`src/rtl/fsp_pkg.sv`:
```
// shared types and constants of the four-step phase extraction pipeline
`timescale 1ns / 1ps
`default_nettype none

package fsp_pkg;

    // cordic iteration count, operand prescale and angle accumulator format
    localparam int ITERS    = 26;
    localparam int PRESCALE = 24;
    localparam int ACC_BITS = 30;
    localparam int Z_BITS   = 35;
    localparam int OUT_BITS = 16;

    localparam longint PI_Q30      = 64'sd3373259426;
    localparam longint HALF_PI_Q30 = 64'sd1686629713;

    // atan(2^-i) in q30, rounded to nearest
    localparam logic [ACC_BITS-1:0] ATAN_TAB [ITERS] = '{
        30'd843314857, 30'd497837829, 30'd263043837, 30'd133525159,
        30'd67021687,  30'd33543516,  30'd16775851,  30'd8388437,
        30'd4194283,   30'd2097149,   30'd1048576,   30'd524288,
        30'd262144,    30'd131072,    30'd65536,     30'd32768,
        30'd16384,     30'd8192,      30'd4096,      30'd2048,
        30'd1024,      30'd512,       30'd256,       30'd128,
        30'd64,        30'd32
    };

    // how the final phase is chosen
    typedef enum logic [2:0] {
        SP_CORDIC   = 3'd0,
        SP_ZERO     = 3'd1,
        SP_PI       = 3'd2,
        SP_POS_HALF = 3'd3,
        SP_NEG_HALF = 3'd4
    } t_sp_code;

    typedef struct packed {
        logic     valid;
        t_sp_code sp;
    } t_ctl;

endpackage

`default_nettype wire

```
`src/rtl/fsp_cordic_stage.sv`:
```
// one registered vectoring cordic iteration
`timescale 1ns / 1ps
`default_nettype none

module fsp_cordic_stage
    import fsp_pkg::*;
#(
    parameter int W   = 39,
    parameter int IDX = 0
) (
    input  wire logic                     i_clk,
    input  wire logic                     i_rst_n,
    input  wire t_ctl                     i_ctl,
    input  wire logic signed [W-1:0]      i_x,
    input  wire logic signed [W-1:0]      i_y,
    input  wire logic signed [Z_BITS-1:0] i_z,
    output t_ctl                          o_ctl,
    output logic signed [W-1:0]           o_x,
    output logic signed [W-1:0]           o_y,
    output logic signed [Z_BITS-1:0]      o_z
);

    localparam logic signed [Z_BITS-1:0] ANG = Z_BITS'(ATAN_TAB[IDX]);

    t_ctl                     r_ctl;
    logic signed [W-1:0]      r_x;
    logic signed [W-1:0]      r_y;
    logic signed [Z_BITS-1:0] r_z;
    logic signed [W-1:0]      n_xs;
    logic signed [W-1:0]      n_ys;

    // arithmetic shift floors, as the rotation needs
    assign n_xs = i_x >>> IDX;
    assign n_ys = i_y >>> IDX;

    always_ff @(posedge i_clk) begin
        if (!i_rst_n) begin
            r_ctl.valid <= 1'b0;
        end else begin
            r_ctl.valid <= i_ctl.valid;
        end
        r_ctl.sp <= i_ctl.sp;
        if (i_y > 0) begin
            r_x <= i_x + n_ys;
            r_y <= i_y - n_xs;
            r_z <= i_z + ANG;
        end else begin
            r_x <= i_x - n_ys;
            r_y <= i_y + n_xs;
            r_z <= i_z - ANG;
        end
    end

    assign o_ctl = r_ctl;
    assign o_x   = r_x;
    assign o_y   = r_y;
    assign o_z   = r_z;

endmodule

`default_nettype wire

```
`config.mk`:
```
export PLATFORM = sky130hd
export DESIGN_NAME = fsp_cordic_stage
export DESIGN_NICKNAME = d
export VERILOG_FILES = /design/src/rtl/fsp_pkg.sv /design/src/rtl/fsp_cordic_stage.sv
export SDC_FILE = /design/constraint.sdc
export NUM_CORES = 1
export LEC_CHECK = 0
export BUFFER_PORTS_ARGS = -buffer_cell sky130_fd_sc_hd__buf_4
export CORE_AREA = 2 2 204 146
export CTS_BUF_LIST = sky130_fd_sc_hd__clkbuf_8 sky130_fd_sc_hd__clkbuf_16
export CTS_CLUSTER_DIAMETER = 30
export DETAILED_ROUTE_END_ITERATION = 10
export DIE_AREA = 0 0 206 148
export PLACE_DENSITY_LB_ADDON = 0.15
export SYNTH_ARGS = -nofsm -noshare
export SYNTH_HDL_FRONTEND = slang
export SYNTH_SLANG_ARGS = --single-unit
```
`constraint.sdc`:
```
create_clock -name i_clk -period 10.5 [get_ports i_clk]
set_input_delay 0.525 -clock i_clk [delete_from_list [all_inputs] [get_ports i_clk]]
set_output_delay 0.525 -clock i_clk [all_outputs]
set_load 0.01 [all_outputs]
```
==> flow_summary.json <==
{
  "crit_type": "input port to flop",
  "setup_tns_ns": 0,
  "cts_made_buffers": 17,
  "syn_inst": 1495,
  "finalNetCount": 1963,
  "synth.avg_cell_area_um2": 7.51,
  "synthFlopType": "dfxtp_1",
  "synthDistinctLibCells": 87,
  "place_area_um2": 13200,
  "grt_pass1_vias": 10800,
  "clock_sinks": 116,
  "antenna_found_initial": 1,
  "slew_headroom": 0.251,
  "leakage_nw": 6.40,
  "port_buffers": 235,
  "die-area_um2": 30500,
  "die-height_um": 148,
  "ys_top_cells_by_area": "dfxtp_1 (21%), ha_1 (16%), a21oi_1 (8.5%)",
  "clk_pin_slew_ns": 0.06,
  "rows": 52,
  "cp.required_ns": 10.82,
  "htree_num_levels": 4,
  "area_delta_synth_final_pct": 23.9,
  "dieWidth_um": 206,
  "setup_viol": 0,
  "routed_wl_mm": 42.1,
  "diodes": 0,
  "synthDominantCellAreaShare": 0.207,
  "holdPathStages": 1,
  "min_from": "i_ctl[2]",
  "synth-async-reset-ratio": 0,
  "yosysSeqAreaShare": 0.207,
  "cts_buffer_depth": 2,
  "ys_ff_latch": 116,
  "ios": 236,
  "synth_edf_count": 0,
  "drtAntennaViolNets": 0,
  "slew_viol_final": 0,
  "synth_compound_area_frac": 0.291,
  "start_util": 0.394,
  "internal_power_mw": 1.35,
  "power_frac_comb": 0.404,
  "dr.pass1.iters": 6,
  "vias_per_cell": 5.67,
  "synth_top_family_by_area": "compound AO/OA/AOI/OAI gates",
  "startpoint_type": "input port",
  "p_per_area_nw_per_um2": 152,
  "layout_common_cells": "buf_4 (238), a21oi_1 (191), nor2_1 (147), ha_1 (147), inv_1 (124)",
  "grt_max_degree": 73,
  "globalRouteOverflowTotal": 0,
  "core_area_um2": 28500,
  "drc": 0,
  "rsz0062_at_grt": "false",
  "seqPwrFrac": 0.274,
  "vias": 11800,
  "switching_power_uw": 759,
  "hold_buffers": 0,
  "arrival_ns": 5.71,
  "pwr-share-clk": 0.323,
  "drive_gt1_frac": 0.175,
  "synthSimpleGateAreaFrac": 0.170,
  "period_needed_ns": 5.40,
  "synth_fa_ha_area_frac": 0.171,
  "synth-warning-count": 0,
  "track_usage": 0.271,
  "final_area_um2": 13900,
  "fmax_mhz": 185,
  "max_slew.worst_pin.slew_ns": 1.11,
  "synth_top_area_cell": "dfxtp_1",
  "fin_crit_sh": 0.514,
  "p_sw_frac": 0.360,
  "postCtsSetupRepairBufs": 0,
  "hold_class": "input port to flop",
  "ir_drop_mv": 0.0895,
  "finalHoldViolCount": 0,
  "worstSetupEndpointType": "flop",
  "grt_pass1_wl_mm": 63.4,
  "clockRootBuffer": "clkbuf_16",
  "drtIter0Drc": 1078,
  "crit_fanout": 63,
  "synthMuxAreaShare": 0.0116,
  "yosys.area_share.xor_xnor": 0.0842,
  "status": "finished clean",
  "maxCapViolCount": 0,
  "dp_hpwl_mm": 34.0,
  "wire_per_inst_um": 20.2,
  "synth_nets": 1765,
  "gp_congestion": 0.950,
  "syn-cell-area_um2": 11200,
  "final_common_cell": "buf_4",
  "cts_tree": "built",
  "cts.repair.resized": 0,
  "startpoint": "i_y[13]"
}
==> cell usage after synthesis (all sizes together) (14+ instances only) <==
cell and count:
a21oi 191, ha 147, nor2 147, inv 128, dfxtp 116, o21ai 110
nand2 99, xnor2 94, a21o 45, clkbuf 34, nor3 28, o21bai 28
nand3 26, buf 25, nand4 22, a211oi 20, nor4 20, a31oi 18
nor2b 17, o31ai 14, xor2 14
==> worst max-delay path: stages <==
cell and delay [ns]:
buf_4 0.13, nor4_1 0.94, nand4_1 0.25, nor3_1 0.21, or2_4 0.45, buf_4 0.68, fa_1 0.34, a21oi_1 0.09
nand3b_1 0.20, a31oi_2 0.25, a21oi_1 0.27, o2111ai_1 0.27, o21ai_1 0.19, or3_1 0.44, a311o_1 0.29, xnor2_1 0.13
==> power groups by stage <==
stage	combinational, mW	clock (mW)	sequential [mW]
floorplan	0.431	0	0.633
global placement	0.837	0	0.586
detailed placement	0.836	0	0.587
CTS	0.841	0.694	0.579
global route	0.917	0.714	0.586
finish	0.851	0.681	0.578
==> through the flow <==
stage | std cells | hold slack [ns] | power [mW] | setup slack, ns | util
after floorplan | 1495 | 0.553 | 1.06 | 6.12 | -
after detailed placement | 2052 | 0.631 | 1.42 | 4.95 | 0.465
final | 2084 | 0.187 | 2.11 | 5.10 | 0.488
after global routing | 2084 | 0.164 | 2.22 | 5.04 | 0.488
after global placement | 2052 | 0.630 | 1.42 | 5.07 | 0.465
after CTS | 2084 | 0.170 | 2.11 | 5.40 | 0.488
==> logic make-up (layout without fill, tap and decap cells) <==
logic type | Yosys count | count (layout)
buf+inv | 188 | 399
compound gates | 513 | 513
mux | 13 | 13
fa+ha+maj | 151 | 151
xor+xnor | 108 | 108
simple gates | 406 | 406
flops | 116 | 116
==> flip-flops by register name, summed over array words and instances, names as in the netlist <==
name / count
o_ctl: 4
o_y: 38
o_z: 35
o_x: 39
==> path summary, 6_finish.rpt <==
| path | slack [ns] | endpoint |
|---|---|---|
| setup / recovery | 5.10 | o_z[34]$_DFF_P_ |
| hold / removal | 0.19 | o_ctl[2]$_DFF_P_ |
==> cell type report <==
class,count,area [um2]
Multi-Input combinational cell,1191,8170
Clock inverter,11,196
Clock buffer,21,480
Fill cell,2902,14600
Inverter,129,484
Tap cell,378,473
Sequential cell,116,2320
Timing Repair Buffer,238,1790
==> routing by layer <==
metal	GRT usage	part of all wire	vias up
met5	0	0	-
met4	0.0479	0.0098	0
met3	0.0672	0.10	33
met2	0.357	0.38	562
met1	0.434	0.50	5515
li1	-	-	5700
No activity file was read; power rests on OpenSTA's default activity.
