<file path="src/rtl/fsp_pkg.sv">
// shared types and constants of the four-step phase extraction pipeline
`timescale 1ns / 1ps
`default_nettype none

package fsp_pkg;

    // cordic iteration count, operand prescale and angle accumulator format
    localparam int ITERS    = 26;
    localparam int PRESCALE = 24;
    localparam int ACC_BITS = 30;
    localparam int Z_BITS   = 35;
    localparam int OUT_BITS = 16;

    localparam longint PI_Q30      = 64'sd3373259426;
    localparam longint HALF_PI_Q30 = 64'sd1686629713;

    // atan(2^-i) in q30, rounded to nearest
    localparam logic [ACC_BITS-1:0] ATAN_TAB [ITERS] = '{
        30'd843314857, 30'd497837829, 30'd263043837, 30'd133525159,
        30'd67021687,  30'd33543516,  30'd16775851,  30'd8388437,
        30'd4194283,   30'd2097149,   30'd1048576,   30'd524288,
        30'd262144,    30'd131072,    30'd65536,     30'd32768,
        30'd16384,     30'd8192,      30'd4096,      30'd2048,
        30'd1024,      30'd512,       30'd256,       30'd128,
        30'd64,        30'd32
    };

    // how the final phase is chosen
    typedef enum logic [2:0] {
        SP_CORDIC   = 3'd0,
        SP_ZERO     = 3'd1,
        SP_PI       = 3'd2,
        SP_POS_HALF = 3'd3,
        SP_NEG_HALF = 3'd4
    } t_sp_code;

    typedef struct packed {
        logic     valid;
        t_sp_code sp;
    } t_ctl;

endpackage

`default_nettype wire

</file>
<file path="src/rtl/fsp_post.sv">
// rounds the q30 angle, clamps to +-pi and selects the special-case phases
`timescale 1ns / 1ps
`default_nettype none

module fsp_post
    import fsp_pkg::*;
#(
    parameter int PHASE_FRAC_BITS = 13
) (
    input  wire logic                     i_clk,
    input  wire logic                     i_rst_n,
    input  wire t_ctl                     i_ctl,
    input  wire logic signed [Z_BITS-1:0] i_z,
    output logic                          o_valid,
    output logic [OUT_BITS-1:0]           o_phase
);

    localparam int SH     = ACC_BITS - PHASE_FRAC_BITS;
    localparam int R_BITS = Z_BITS - SH;
    localparam longint HALF_LSB = 64'sd1 <<< (SH - 1);
    localparam longint LIM_L    = (PI_Q30 + HALF_LSB) >>> SH;
    localparam longint HALF_L   = (HALF_PI_Q30 + HALF_LSB) >>> SH;
    localparam logic signed [R_BITS-1:0] LIM = R_BITS'(LIM_L);
    localparam logic [OUT_BITS-1:0] OUT_PI    = OUT_BITS'(LIM_L);
    localparam logic [OUT_BITS-1:0] OUT_HALF  = OUT_BITS'(HALF_L);
    localparam logic [OUT_BITS-1:0] OUT_NHALF = OUT_BITS'(-HALF_L);
    localparam logic signed [Z_BITS-1:0] Z_HALF = Z_BITS'(HALF_LSB);

    logic                       r_valid;
    logic [OUT_BITS-1:0]        r_phase;
    logic signed [Z_BITS-1:0]   n_zr;
    logic signed [R_BITS-1:0]   n_r;
    logic signed [R_BITS-1:0]   n_rc;
    logic signed [31:0]         n_r32;
    logic [OUT_BITS-1:0]        n_phase;

    always_comb begin
        n_zr = i_z + Z_HALF;
        n_r  = R_BITS'(n_zr >>> SH);
        if (n_r > LIM) begin
            n_rc = LIM;
        end else if (n_r < -LIM) begin
            n_rc = -LIM;
        end else begin
            n_rc = n_r;
        end
        n_r32 = 32'(n_rc);
        case (i_ctl.sp)
            SP_CORDIC:   n_phase = n_r32[OUT_BITS-1:0];
            SP_ZERO:     n_phase = '0;
            SP_PI:       n_phase = OUT_PI;
            SP_POS_HALF: n_phase = OUT_HALF;
            SP_NEG_HALF: n_phase = OUT_NHALF;
            default:     n_phase = '0;
        endcase
    end

    always_ff @(posedge i_clk) begin
        if (!i_rst_n) begin
            r_valid <= 1'b0;
        end else begin
            r_valid <= i_ctl.valid;
        end
        r_phase <= n_phase;
    end

    assign o_valid = r_valid;
    assign o_phase = r_phase;

endmodule

`default_nettype wire
</file>
<file path="config.mk">
export PLATFORM = sky130hd
export DESIGN_NAME = fsp_post
export DESIGN_NICKNAME = d
export VERILOG_FILES = /design/src/rtl/fsp_pkg.sv /design/src/rtl/fsp_post.sv
export SDC_FILE = /design/constraint.sdc
export NUM_CORES = 1
export LEC_CHECK = 0
export BUFFER_PORTS_ARGS = -buffer_cell sky130_fd_sc_hd__buf_4
export CAP_MARGIN = 15
export CORE_ASPECT_RATIO = 1.25
export CORE_MARGIN = 2
export CORE_UTILIZATION = 45
export DETAILED_ROUTE_END_ITERATION = 12
export PLACE_DENSITY = 0.74
export SLEW_MARGIN = 25
export SYNTH_ARGS = -nofsm -noshare
export SYNTH_HDL_FRONTEND = slang
export SYNTH_SLANG_ARGS = --single-unit
</file>
<file path="constraint.sdc">
create_clock -name i_clk -period 6.42 [get_ports i_clk]
set_input_delay 0.642 -clock i_clk [delete_from_list [all_inputs] [get_ports i_clk]]
set_output_delay 0.642 -clock i_clk [all_outputs]
set_load 0.01 [all_outputs]
</file>
==> flow_summary.ini, run 1 <==
[status]
status = completed

[flow_run]
cap_violations = 0

[global_route]
grt_max_degree = 15
grt_pass1_wl_mm = 6.40
grt_util_all_layers = 0.207
grtUsageMet2 = 0.396
grt-ovfl-total = 0
antenna_found_initial = 0
use_met3 = 0.00933
groute.layer.met1.usage = 0.249
grt_pass1_vias = 1391
grt-busiest-layer = met2

[synthesis]
syn-num-nets = 232
synth-seq-area-share = 0.224
syn_area_um2 = 1520
synth_edf_count = 0
synthTopCellsByCount = dfxtp_1, nand2_1, nor3_1, xnor2_1
ys_seq_elements = 17
synth.area.top_cells = dfxtp_1, xnor2_1, nor3_1, nand2_1, xor2_1
syn_area_per_cell_um2 = 7.99
synth_top_cell_by_area = dfxtp_1
yosys_warnings = 0
syn_inst = 190
yosysUniqueCellTypes = 57
synth_flop_cell = dfxtp_1
synth.most_common_cell = dfxtp_1
post-synth-top-area-fraction = 0.224
synthArstFlopShare = 0

[critical_path]
end_kind = flip-flop
crit_fanout = 10
crit_path_start = i_z[16]
worstSetupEndpoint = o_phase[14]
worstPathArrival_ps = 3450
crit_type = input pin to flip-flop
crit_path_start_kind = input pin
crit_required_ps = 6520
crit_chain = buf_4 -> ha_1 -> nand4_2 -> nor2_1 -> nand4_1 -> xor2_1 -> a211oi_2 -> or2_0 -> o32ai_2
critPathMaxStageDelay_ps = 500
crit_slowest_cell = or2_0

[sta]
worstMarginPinSlew_ps = 623
holdWs_ps = 600
post-route-period-util = 0.522
finalSetupViolations = 0
rsz0062_at_grt = false
timing.fmax_mhz = 299
finalCriticalPeriod_ps = 3350
drv_slew = 0
tns_ps = 0
max_slew_margin = 0.581
hold_viol = 0

[floorplan]
io_pins = 58
die_w_um = 55.9
core_um2 = 3220
dieArea_um2 = 3860
rows = 23
die_h_um = 68.9
start_util = 0.471

[placed_design]
io_buffers = 41
dp_hpwl_mm = 2.99
gp_congestion = 0.883

[clock_tree]
clock_tree.root_cell = clkbuf_8
clock-sinks = 17
htreeDepth = 1
clock_path_buffers = 2
numCtsBuffers = 3
cts_setup_buffers = 0
clk_pin_slew_ps = 60
cts_tree = yes
cts_hold_buf = 0
post_cts_resized = 0

[drt]
wire_per_inst_um = 14.6
postRouteAntennaNets = 0
drt_iter0_drc = 63
first_pass_iters = 4
via_count = 1532
drc_errors = 0
viasPerCell = 5.94
routed_wl_mm = 3.77

[power_and_ir_drop]
irDropWorstVdd_uv = 150
power.density_nw_per_um2 = 150
leakage_nw = 0.718

[layout]
nets = 264
drive_gt1_frac = 0.244
diodes = 0
area_growth_pct = 21.6

[worst_hold_path]
hp-class = input pin to flip-flop
stage by stage:
stage	instance area, um2	util	instances	total power [mW]	setup slack [ps]
final	1850	0.573	258	0.277	3070
after global routing	1850	0.573	258	0.293	2760
after CTS	1850	0.573	258	0.279	3090
after detailed placement	1800	0.559	254	0.203	2830
after global placement	1800	0.559	254	0.202	2850
after floorplan	1520	-	190	0.169	3670
metal layers:
metal	wire length (um)	part of all wire
met2	1960	0.52
met1	1620	0.43
met4	18	0.0048
met5	0	0
met3	164	0.044
logic make-up (layout without fill, tap and decap cells):
family          Yosys count  after routing  share of synthesized area
buf+inv                  19             50                     0.0594
simple gates             84             84                      0.322
fa+ha+maj                 1              1                    0.00824
flops                    17             17                      0.224
xor+xnor                 16             16                     0.0923
mux                       2              2                     0.0132
compound gates           51             51                      0.280
sequential cells by signal (all words and copies together) (netlist names):
| name | cells |
|---|---|
| o_phase | 16 |
| o_valid | 1 |
critical path: cells and delay by family:
kind / cells / cell delay (ps)
buf+inv: 1 / 120
fa+ha+maj: 1 / 370
xor+xnor: 1 / 240
simple gates: 4 / 1450
compound gates: 2 / 620
layout make-up:
type,count,area (um2)
repair buffers,41,308
well taps,37,46.3
flip-flops and latches,17,340
fillers,319,1380
inverters,5,18.8
clock buffers,4,45.0
multi-input cells,154,1090
report_power, final:
part | leakage, nW | internal (mW) | switching [mW] | total [mW]
registers | 0.141 | 0.113 | 0.00171 | 0.115
clock network | 0.0228 | 0.0439 | 0.0313 | 0.0751
logic | 0.554 | 0.0393 | 0.0476 | 0.0869
total | 0.718 | 0.196 | 0.0806 | 0.277
cell usage in the layout (no fill, tap or decap), types with 5 or more instances in the layout:
cell type and n:
nand3_1 9, a211oi_1 5, nor2_1 9, nand4_1 7, dfxtp_1 17, xor2_1 6, nor4_1 5, buf_4 41
nand2_1 15, a21oi_1 6, nor3_1 12, xnor2_1 10, o21ai_0 5
worst min-delay path by stage:
stage	from	slack, ps	cells after the start	end
2_1_floorplan	i_ctl[3]	760	1	o_valid
3_3_place_gp	i_ctl[3]	850	2	o_valid
3_5_place_dp	i_ctl[3]	850	2	o_valid
4_1_cts	i_ctl[3]	600	2	o_valid
5_1_grt	i_ctl[3]	600	2	o_valid
6_report	i_ctl[3]	600	2	o_valid
Power figures use the tool's default switching activity.
==> inputs of run 2 (changes only) <==
--- a/config.mk
+++ b/config.mk
@@ -9,9 +9,9 @@
 export CAP_MARGIN = 15
 export CORE_ASPECT_RATIO = 1.25
 export CORE_MARGIN = 2
-export CORE_UTILIZATION = 45
+export CORE_UTILIZATION = 44
 export DETAILED_ROUTE_END_ITERATION = 12
-export PLACE_DENSITY = 0.74
+export PLACE_DENSITY = 0.76
 export SLEW_MARGIN = 25
 export SYNTH_ARGS = -nofsm -noshare
 export SYNTH_HDL_FRONTEND = slang
==> constraint.sdc (replaced) <==
create_clock -name i_clk -period 2.8 [get_ports i_clk]
set_input_delay 0.28 -clock i_clk [delete_from_list [all_inputs] [get_ports i_clk]]
set_output_delay 0.28 -clock i_clk [all_outputs]
set_load 0.01 [all_outputs]
==> run 2 against run 1 <==
  * Final area increased by 3.3%
  * Via count is 3.1% higher
  * Highest routed layer unchanged
  * Utilization increased by 1.3 points
  * Count of clock-buffer cells in the layout stayed put
  * Worst hold slack worse by 360 ps
  * Largest cell class unchanged
  * Sequential cell count did not move
==> flow_summary.ini, run 2 (synthesized netlist as in run 1, its figures left out) <==
[critical_path]
crit_type = input pin to flip-flop
crit_family = simple AND/OR/NAND/NOR gates
crit_chain = buf_4 -> ha_1 -> buf_4 -> and4_1 -> nand2_1 -> nor2_1 -> o22ai_1 -> a21o_1 -> or2_0 -> o32ai_1
path_buf_inv = 2
crit_top_cell = buf_4
worstPathArrival_ps = 2630
crit_slowest_cell = or2_0
crit_fanout = 9
crit_path_start_kind = input pin
critPathMaxStageDelay_ps = 430
end_kind = flip-flop
crit_required_ps = 2930

[clock_tree]
cts_setup_buffers = 0
clock_tree.root_cell = clkbuf_8
clock_path_buffers = 2
cts_tree = yes
numCtsBuffers = 3
cts_hold_buf = 0
clock-sinks = 17
post_cts_resized = 0
htreeDepth = 1
clk_pin_slew_ps = 60

[global_route]
use_met3 = 0.0187
antenna_found_initial = 0
grt-busiest-layer = met2
grt_pass1_vias = 1436
grt_util_all_layers = 0.189
groute.layer.met1.usage = 0.222
grtUsageMet2 = 0.335
grt_pass1_wl_mm = 6.15
grt-ovfl-total = 0
grt_max_degree = 15

[drt]
postRouteAntennaNets = 0
wire_per_inst_um = 13.7
drt_iter0_drc = 41
routed_wl_mm = 3.65
viasPerCell = 5.94
first_pass_iters = 4
drc_errors = 0
via_count = 1579

[worst_hold_path]
hp-class = input pin to flip-flop

[power_and_ir_drop]
irDropWorstVdd_uv = 298
power.density_nw_per_um2 = 334
leakage_nw = 0.759
total_power_mw = 0.637

[sta]
finalSetupViolations = 0
finalCriticalPeriod_ps = 2500
drv_slew = 0
max_slew_margin = 0.651
rsz0062_at_grt = false
tns_ps = 0
post-route-period-util = 0.893
worstMarginPinSlew_ps = 524
timing.fmax_mhz = 400
hold_viol = 0

[layout]
largest_reg_flops = 16
nets = 272
layout.cells.most_common = buf_4
drive_gt1_frac = 0.271
diodes = 0
layout_common_cells = buf_4, dfxtp_1, nand2_1, nor3_1, xnor2_1
area_growth_pct = 25.6

[status]
status = completed

[floorplan]
dieArea_um2 = 3940
core_um2 = 3250
io_pins = 58
die_w_um = 56.5
rows = 23
start_util = 0.467
die_h_um = 69.7

[placed_design]
io_buffers = 41
dp_hpwl_mm = 2.97
gp_congestion = 0.898

[flow_run]
cap_violations = 0
[run 2: cell types whose count changed in the layout (fill, tap and decap cells not counted)]
cell,previous run,this run
buf_4,41,49
[run 2: stage by stage]
| step | setup slack, ps | util | hold slack [ps] | cell area [um2] | cells |
|---|---|---|---|---|---|
| finish | 299 | 0.586 | 237 | 1910 | 266 |
| global route | 164 | 0.586 | 246 | 1910 | 266 |
| CTS | 322 | 0.586 | 235 | 1910 | 266 |
| detailed placement | 75.6 | 0.572 | 492 | 1860 | 262 |
| global placement | 102 | 0.572 | 490 | 1860 | 262 |
| floorplan | 412 | - | 402 | 1520 | 190 |
[run 2: layout make-up]
type	count	area [um2]
Fill cell	309	1350
Timing Repair Buffer	49	368
Clock buffer	4	45.0
Tap cell	37	46.3
Multi-Input combinational cell	154	1090
Sequential cell	17	340
Inverter	5	18.8
[run 2: final timing paths]
| check | from | to | slack [ps] | cells after the start |
|---|---|---|---|---|
| max | i_z[16] | o_phase[10] | 300 | 10 |
| min | i_ctl[3] | o_valid | 240 | 2 |
[run 2: routing by layer]
metal	up-vias	part of all wire
met1	707	0.41
met3	4	0.058
met5	-	0
met2	53	0.51
li1	815	-
met4	0	0.013
[run 2: power by group]
part / switching, mW / total [mW] / internal [mW]
combinational: 0.108 / 0.201 / 0.0931
clock: 0.0728 / 0.173 / 0.101
sequential: 0.00389 / 0.263 / 0.259
