<file path="config.mk">
export PLATFORM = sky130hd
export DESIGN_NAME = fsp_prep
export DESIGN_NICKNAME = d
export VERILOG_FILES = /design/src/rtl/fsp_pkg.sv /design/src/rtl/fsp_prep.sv
export SDC_FILE = /design/constraint.sdc
export NUM_CORES = 1
export LEC_CHECK = 0
export BUFFER_PORTS_ARGS = -buffer_cell sky130_fd_sc_hd__buf_2
export CORE_ASPECT_RATIO = 0.6
export CORE_MARGIN = 10
export CORE_UTILIZATION = 30
export DETAILED_ROUTE_END_ITERATION = 8
export PLACE_DENSITY = 0.69
export SETUP_SLACK_MARGIN = 0.05
export SYNTH_ARGS = -nofsm -noshare
export SYNTH_HDL_FRONTEND = slang
export SYNTH_SLANG_ARGS = --single-unit
</file>
<file path="constraint.sdc">
create_clock -name i_clk -period 1.9 [get_ports i_clk]
set_input_delay 0.285 -clock i_clk [delete_from_list [all_inputs] [get_ports i_clk]]
set_output_delay 0.285 -clock i_clk [all_outputs]
set_load 0.01 [all_outputs]
</file>
<file path="src/rtl/fsp_pkg.sv">
// shared types and constants of the four-step phase extraction pipeline
`timescale 1ns / 1ps
`default_nettype none

package fsp_pkg;

    // cordic iteration count, operand prescale and angle accumulator format
    localparam int ITERS    = 26;
    localparam int PRESCALE = 24;
    localparam int ACC_BITS = 30;
    localparam int Z_BITS   = 35;
    localparam int OUT_BITS = 16;

    localparam longint PI_Q30      = 64'sd3373259426;
    localparam longint HALF_PI_Q30 = 64'sd1686629713;

    // atan(2^-i) in q30, rounded to nearest
    localparam logic [ACC_BITS-1:0] ATAN_TAB [ITERS] = '{
        30'd843314857, 30'd497837829, 30'd263043837, 30'd133525159,
        30'd67021687,  30'd33543516,  30'd16775851,  30'd8388437,
        30'd4194283,   30'd2097149,   30'd1048576,   30'd524288,
        30'd262144,    30'd131072,    30'd65536,     30'd32768,
        30'd16384,     30'd8192,      30'd4096,      30'd2048,
        30'd1024,      30'd512,       30'd256,       30'd128,
        30'd64,        30'd32
    };

    // how the final phase is chosen
    typedef enum logic [2:0] {
        SP_CORDIC   = 3'd0,
        SP_ZERO     = 3'd1,
        SP_PI       = 3'd2,
        SP_POS_HALF = 3'd3,
        SP_NEG_HALF = 3'd4
    } t_sp_code;

    typedef struct packed {
        logic     valid;
        t_sp_code sp;
    } t_ctl;

endpackage

`default_nettype wire

</file>
<file path="src/rtl/fsp_prep.sv">
// difference stage and quadrant prep: two register stages ahead of the cordic
`timescale 1ns / 1ps
`default_nettype none

module fsp_prep
    import fsp_pkg::*;
#(
    parameter int SAMPLE_BITS = 12,
    parameter int W           = SAMPLE_BITS + 27
) (
    input  wire logic                    i_clk,
    input  wire logic                    i_rst_n,
    input  wire logic                    i_valid,
    input  wire logic [SAMPLE_BITS-1:0]  i_sample_0,
    input  wire logic [SAMPLE_BITS-1:0]  i_sample_1,
    input  wire logic [SAMPLE_BITS-1:0]  i_sample_2,
    input  wire logic [SAMPLE_BITS-1:0]  i_sample_3,
    output t_ctl                         o_ctl,
    output logic signed [W-1:0]          o_x,
    output logic signed [W-1:0]          o_y,
    output logic signed [Z_BITS-1:0]     o_z
);

    localparam int D = SAMPLE_BITS + 1;
    localparam logic signed [Z_BITS-1:0] Z_PI = Z_BITS'(PI_Q30);

    logic                   r_va;
    logic signed [D-1:0]    r_num;
    logic signed [D-1:0]    r_den;
    logic signed [D-1:0]    n_num;
    logic signed [D-1:0]    n_den;

    t_ctl                   r_ctl;
    logic signed [W-1:0]    r_x;
    logic signed [W-1:0]    r_y;
    logic signed [Z_BITS-1:0] r_z;
    t_sp_code               n_sp;
    logic signed [D-1:0]    n_xa;
    logic signed [D-1:0]    n_ya;
    logic signed [W-1:0]    n_xw;
    logic signed [W-1:0]    n_yw;
    logic signed [Z_BITS-1:0] n_z;

    always_comb begin
        n_num = $signed({1'b0, i_sample_3}) - $signed({1'b0, i_sample_1});
        n_den = $signed({1'b0, i_sample_0}) - $signed({1'b0, i_sample_2});
    end

    always_ff @(posedge i_clk) begin
        if (!i_rst_n) begin
            r_va <= 1'b0;
        end else begin
            r_va <= i_valid;
        end
        r_num <= n_num;
        r_den <= n_den;
    end

    always_comb begin
        if (r_num == '0) begin
            n_sp = (r_den < 0) ? SP_PI : SP_ZERO;
        end else if (r_den == '0) begin
            n_sp = (r_num > 0) ? SP_POS_HALF : SP_NEG_HALF;
        end else begin
            n_sp = SP_CORDIC;
        end
        // left half plane: rotate by pi first
        if (r_den < 0) begin
            n_xa = -r_den;
            n_ya = -r_num;
            n_z  = (r_num > 0) ? Z_PI : -Z_PI;
        end else begin
            n_xa = r_den;
            n_ya = r_num;
            n_z  = '0;
        end
        n_xw = W'(n_xa);
        n_yw = W'(n_ya);
    end

    always_ff @(posedge i_clk) begin
        if (!i_rst_n) begin
            r_ctl.valid <= 1'b0;
        end else begin
            r_ctl.valid <= r_va;
        end
        r_ctl.sp <= n_sp;
        r_x      <= n_xw <<< PRESCALE;
        r_y      <= n_yw <<< PRESCALE;
        r_z      <= n_z;
    end

    assign o_ctl = r_ctl;
    assign o_x   = r_x;
    assign o_y   = r_y;
    assign o_z   = r_z;

endmodule

`default_nettype wire

</file>
==> impl_metrics.yaml, run 1 <==
synthesis:
  synthDistinctLibCells: 53
  post_synth_instance_area_sq_um: 3650
  synth-edff-count: 0
  synth_top_area_share: 0.329
  synth_ff_type: "dfxtp_1"
  synth.ff_latch_count: 60
  synth_most_common_cell: "buf_4"
  synthDominantAreaCellType: "dfxtp_1"
  yosysWarningCount: 0
  syn-mean-instance-area_sq_um: 8.85
  synth.area.top_cells: "dfxtp_1 33%, buf_4 17%, ha_1 8.9%, xnor2_1 6.0%, inv_1 4.1%"
  synth_top_cells_by_count: "84 x buf_4, 60 x dfxtp_1, 40 x inv_1, 26 x ha_1, 25 x xnor2_1"
  ys_async_sr_fraction: 0
  synth_seq_area_share: 0.329
  synthCells: 413
flow_run:
  max_cap_violations: 0
finish:
  finish.instance_area_sq_um: 4360
  num-nets-final: 596
  area_growth_syn_to_layout_pct: 19.4
  filler_cell_count: 1246
  antenna_cells_inserted: 0
  final_layout_size_suffix_gt1_frac: 0.299
setup_path:
  critical_path.cell_chain: "or4_4 > or3_4 > or3_1 > a21oi_2"
  regToRegSetupSlack_ps: 140
  worst-endpoint-arrival_ps: 2010
  worst_r2r_startpoint: "r_den[8]$_DFF_P_"
  timing.critical_path.slowest_stage_cell: "or4_4"
  worst-r2r-cell-count: 4
  cp_top_family: "simple AND/OR/NAND/NOR gates"
  worst-endpoint-required_ps: 2150
  startpoint_type: "register"
  worstPathMaxFanout: 4
  r2r_end: "o_ctl[1]$_DFF_P_"
  critical-path-max-stage-delay_ps: 520
  critical_path.endpoint_type: "register"
  timing.setup.critical_path_class: "reg2reg"
  path_buf_inv: 0
clock_network:
  post-cts-setup-buffers: 0
  clk_path_buf_depth: 2
  path_clk_slew_ps: 50
  h-tree-depth: 3
  insertion_delay_ps: 320
  clock-sinks: 60
  cts_tree: "done"
  clockRootBuffer: "clkbuf_16"
  cts_hold_repair.buffers: 0
  post_cts_repair_resize_count: 0
  cts_buffers: 9
sta:
  timing.final.hold_violations: 0
  timing_max_transition_violations_final: 0
  period_share: 0.929
  rsz0062_at_grt: "false"
  fmax_mhz: 567
  timing.final.setup_violations: 0
  fin_skew_ps: 7.99
  min_period_ps: 1760
route:
  vias: 2977
  wl_met3_um: 1190
  routed_wire_per_std_cell_um: 14.1
  drt-vias-per-instance: 4.34
  drtIter0Drc: 118
  met2_wirelength_um: 4030
  first_pass_iters: 5
  dr.max_layer_used: "met4"
  wirelength_met1_um: 4270
  drt.antenna.violating_nets: 0
  total_length_of_routed_wires_um: 9640
  drc: 0
floorplan:
  design.portCount: 168
  start_util: 0.305
  floorplan.core_area_sq_um: 12000
  die_area_sq_um: 17100
  die_h_um: 105
  die-width_um: 162
  core.rowCount: 31
pwr:
  post-layout-total-power_mw: 4.44
  peak_ir_drop_on_the_vdd_network_mv: 0.315
  p_leak_nw: 2.20
  power_per_cell_area_nw_per_um2: 1020
placement:
  dpl.hpwl_um: 8170
  placement.cell_area_sq_um: 4110
  place.port_buffers: 118
  globalplace.congestion: 0.882
run_status:
  run_status: "finished, final reports clean"
hold_path:
  hold_path_class: "in2reg"
  worstHoldPathCells: 2
  worst_hold_startpoint: "i_rst_n"
  holdPathEnd: "o_ctl[3]$_SDFF_PN0_"
grt:
  via_count_of_the_first_global_routing_pass: 3077
  gr-total-overflow: 0
  track_usage: 0.107
  grt_pass1_wl_um: 15000
  number_of_antenna_violations_at_the_first_check_in_global_routing: 0
  grt_max_degree: 25
## report_power, final
group          internal, mW  leakage [nW]  switching (mW)
registers              1.56         0.504           0.179
logic                 0.583          1.57           0.749
clock network         0.865         0.126           0.505
## logic make-up (layout without fill, tap and decap cells)
family / Yosys count / count (layout) / share of synthesized area
buf+inv: 129 / 189 / 0.219
flops: 60 / 60 / 0.329
xor+xnor: 32 / 32 / 0.0767
other cells: 1 / 49 / 0.00103
mux: 2 / 2 / 0.00548
fa+ha+maj: 28 / 28 / 0.100
simple gates: 87 / 87 / 0.131
compound gates: 74 / 74 / 0.138
## layer usage
layer | up-vias | global-route usage
met1 | 1346 | 0.129
met3 | 14 | 0.0591
met5 | - | 0
met2 | 144 | 0.158
li1 | 1473 | -
met4 | 0 | 0.0323
## cells in the final DEF, fill, tap and decap left out, drive strengths merged, types with 4 or more instances in the layout
cell | synthesis | layout
a21o | 5 | 5
a21oi | 17 | 17
buf | 84 | 133
clkbuf | 4 | 12
clkinv | 1 | 4
conb | 1 | 49
dfxtp | 60 | 60
ha | 26 | 26
inv | 40 | 40
nand2 | 18 | 18
nand2b | 4 | 4
nand3 | 7 | 7
nor2 | 18 | 18
nor2b | 4 | 4
nor3 | 12 | 12
o211ai | 4 | 4
o21a | 5 | 5
o21ai | 17 | 17
xnor2 | 25 | 25
xor2 | 7 | 7
## registers in the layout (all words and copies together) (netlist names)
signal and count:
o_z 3, o_ctl 4, o_y 13, r_va 1
o_x 13, r_den 13, r_num 13
## area by class of cell
class / instances / area, sq um / share of cell area
multi-input cells: 272 / 1850 / 0.423
flip-flops and latches: 60 / 1200 / 0.275
repair buffers: 133 / 703 / 0.161
clock buffers: 12 / 236 / 0.0542
well taps: 165 / 206 / 0.0473
inverters: 41 / 154 / 0.0353
clock inverters: 3 / 15.0 / 0.00344
## worst max path at each step
| stage | startpoint | end | cells after the start |
|---|---|---|---|
| finish | r_den[8]$_DFF_P_ | o_ctl[1]$_DFF_P_ | 4 |
| global route | r_den[3]$_DFF_P_ | o_ctl[1]$_DFF_P_ | 5 |
| CTS | r_den[9]$_DFF_P_ | o_ctl[1]$_DFF_P_ | 4 |
| detailed placement | i_sample_1[3] | r_num[11]$_DFF_P_ | 9 |
| global placement | i_sample_1[3] | r_num[11]$_DFF_P_ | 8 |
| floorplan | i_sample_1[5] | r_num[11]$_DFF_P_ | 6 |
## through the flow
stage	std cells	hold slack (ps)	setup slack (ps)	util	setup TNS [ps]
final	686	181	136	0.364	0
after global routing	686	175	63.3	0.364	0
after CTS	686	170	137	0.364	0
after detailed placement	671	386	-126	0.343	-405
after global placement	671	394	-52.4	0.343	-91.6
after floorplan	461	351	53.4	-	0
Note: power is estimated with default switching activity, not from simulation.
==> inputs of run 2 (changes only) <==
--- a/config.mk
+++ b/config.mk
@@ -10,7 +10,9 @@
 export CORE_MARGIN = 10
 export CORE_UTILIZATION = 30
 export DETAILED_ROUTE_END_ITERATION = 8
+export GPL_ROUTABILITY_DRIVEN = 0
 export PLACE_DENSITY = 0.69
+export REMOVE_ABC_BUFFERS = 1
 export SETUP_SLACK_MARGIN = 0.05
 export SYNTH_ARGS = -nofsm -noshare
 export SYNTH_HDL_FRONTEND = slang
==> impl_metrics.yaml, run 2 (same netlist as run 1, synthesis figures left out) <==
run_status:
  run_status: "finished, final reports clean"
clock_network:
  clockRootBuffer: "clkbuf_16"
  cts_tree: "done"
  clk_path_buf_depth: 2
  cts_buffers: 9
  path_clk_slew_ps: 50
  insertion_delay_ps: 330
  h-tree-depth: 3
  clock-sinks: 60
  post-cts-setup-buffers: 0
placement:
  place.port_buffers: 118
  dpl.hpwl_um: 7900
  dpl.cell_count: 676
finish:
  filler_cell_count: 1201
  layout_common_cells: "118 x buf_2, 60 x dfxtp_1, 49 x conb_1, 40 x inv_1, 26 x ha_1"
  multi_input_area_sq_um: 1840
  num-nets-final: 601
  mostFrequentLayoutCell: "buf_2"
  ff_latch_area_sq_um: 1200
  final_util: 0.374
  instances_no_fill: 692
  antenna_cells_inserted: 0
  final_layout_size_suffix_gt1_frac: 0.311
  area_growth_syn_to_layout_pct: 22.7
setup_path:
  critPathLaunch: "r_den[9]$_DFF_P_"
  startpoint_type: "register"
  worst-endpoint-arrival_ps: 2030
  worstPathMaxFanout: 4
  critical_path.endpoint_type: "register"
  worst-endpoint-required_ps: 2170
  timing.setup.critical_path_class: "reg2reg"
  worst_r2r_startpoint: "r_den[9]$_DFF_P_"
route:
  first_pass_iters: 4
  vias: 2993
  drt.antenna.violating_nets: 0
  total_length_of_routed_wires_um: 9460
  routed_wire_per_std_cell_um: 13.7
  drt-vias-per-instance: 4.33
  drc: 0
  drtIter0Drc: 210
sta:
  timing.final.hold_violations: 0
  period_share: 0.930
  timing_max_transition_violations_final: 0
  setup_tns_ps: 0
  timing.final.setup_violations: 0
  fin_skew_ps: 7.02
  min_period_ps: 1770
  fmax_mhz: 566
  rsz0062_at_grt: "false"
floorplan:
  floorplan.core_area_sq_um: 12000
  die-width_um: 162
  design.portCount: 168
  die_area_sq_um: 17100
  start_util: 0.305
  die_h_um: 105
  core.rowCount: 31
pwr:
  power_per_cell_area_nw_per_um2: 1100
  post-layout-total-power_mw: 4.94
  p_leak_nw: 2.26
  peak_ir_drop_on_the_vdd_network_mv: 0.370
flow_run:
  max_cap_violations: 0
grt:
  via_count_of_the_first_global_routing_pass: 3146
  track_usage: 0.106
  grt_pass1_wl_um: 14800
  number_of_antenna_violations_at_the_first_check_in_global_routing: 0
  grt_max_degree: 25
  gr-total-overflow: 0
hold_path:
  hold_path_class: "in2reg"
  worst_hold_startpoint: "i_valid"
## run 2: cell types whose count changed in the layout (fill, tap and decap cells not counted), moves of 2 or more
cell       delta
clkinv_2      -2
buf_4         +5
clkbuf_1      -2
bufinv_16     +3
clkinv_4      +2
## run 2: through the flow
| step | cell area, sq um | hold WS, ps | setup slack, ps |
|---|---|---|---|
| after floorplan | 3190 | 351 | 37.9 |
| after global placement | 4140 | 392 | -83.4 |
| after detailed placement | 4140 | 395 | -135 |
| after CTS | 4480 | 160 | 136 |
| after global routing | 4480 | 175 | 50.5 |
| final | 4480 | 172 | 134 |
## run 2: critical path, cell delays in order (launching register included)
cell,delay [ps]
dfxtp_1,330
or4_4,540
or3_4,400
or3_1,330
a21oi_2,110
## run 2: final timing paths
path | slack [ps] | depth (start not counted) | endpoint
max | 130 | 4 | o_ctl[1]$_DFF_P_
min | 170 | 2 | r_va$_SDFF_PN0_
max reg2reg | 130 | 4 | o_ctl[1]$_DFF_P_
min reg2reg | 390 | 0 | o_y[24]$_DFF_P_
## run 2: layer usage
layer | global-route usage | part of all wire
met2 | 0.164 | 0.43
met5 | 0 | 0
met1 | 0.122 | 0.44
met3 | 0.0587 | 0.12
met4 | 0.0343 | 0.010
## run 2: report_power, final
| group | internal, mW | total [mW] | switching, mW |
|---|---|---|---|
| Sequential | 1.56 | 1.75 | 0.187 |
| Clock | 1.28 | 1.86 | 0.576 |
| Combinational | 0.592 | 1.33 | 0.741 |
| Total | 3.43 | 4.94 | 1.50 |
## run 2: area by class of cell
cell class / instances / share of cell area
inverter: 41 / 0.0343
tap: 165 / 0.0461
timing repair buffer: 138 / 0.165
clock inverter: 6 / 0.0251
clock buffer: 10 / 0.0511
multi-input combinational: 272 / 0.410
sequential: 60 / 0.268
## run 2: what timing repair did
item / 4_1_cts / 5_1_grt
resized for setup: 0 / 1
hold buffers: 0 / 0
setup endpoints to repair: 0 / 1
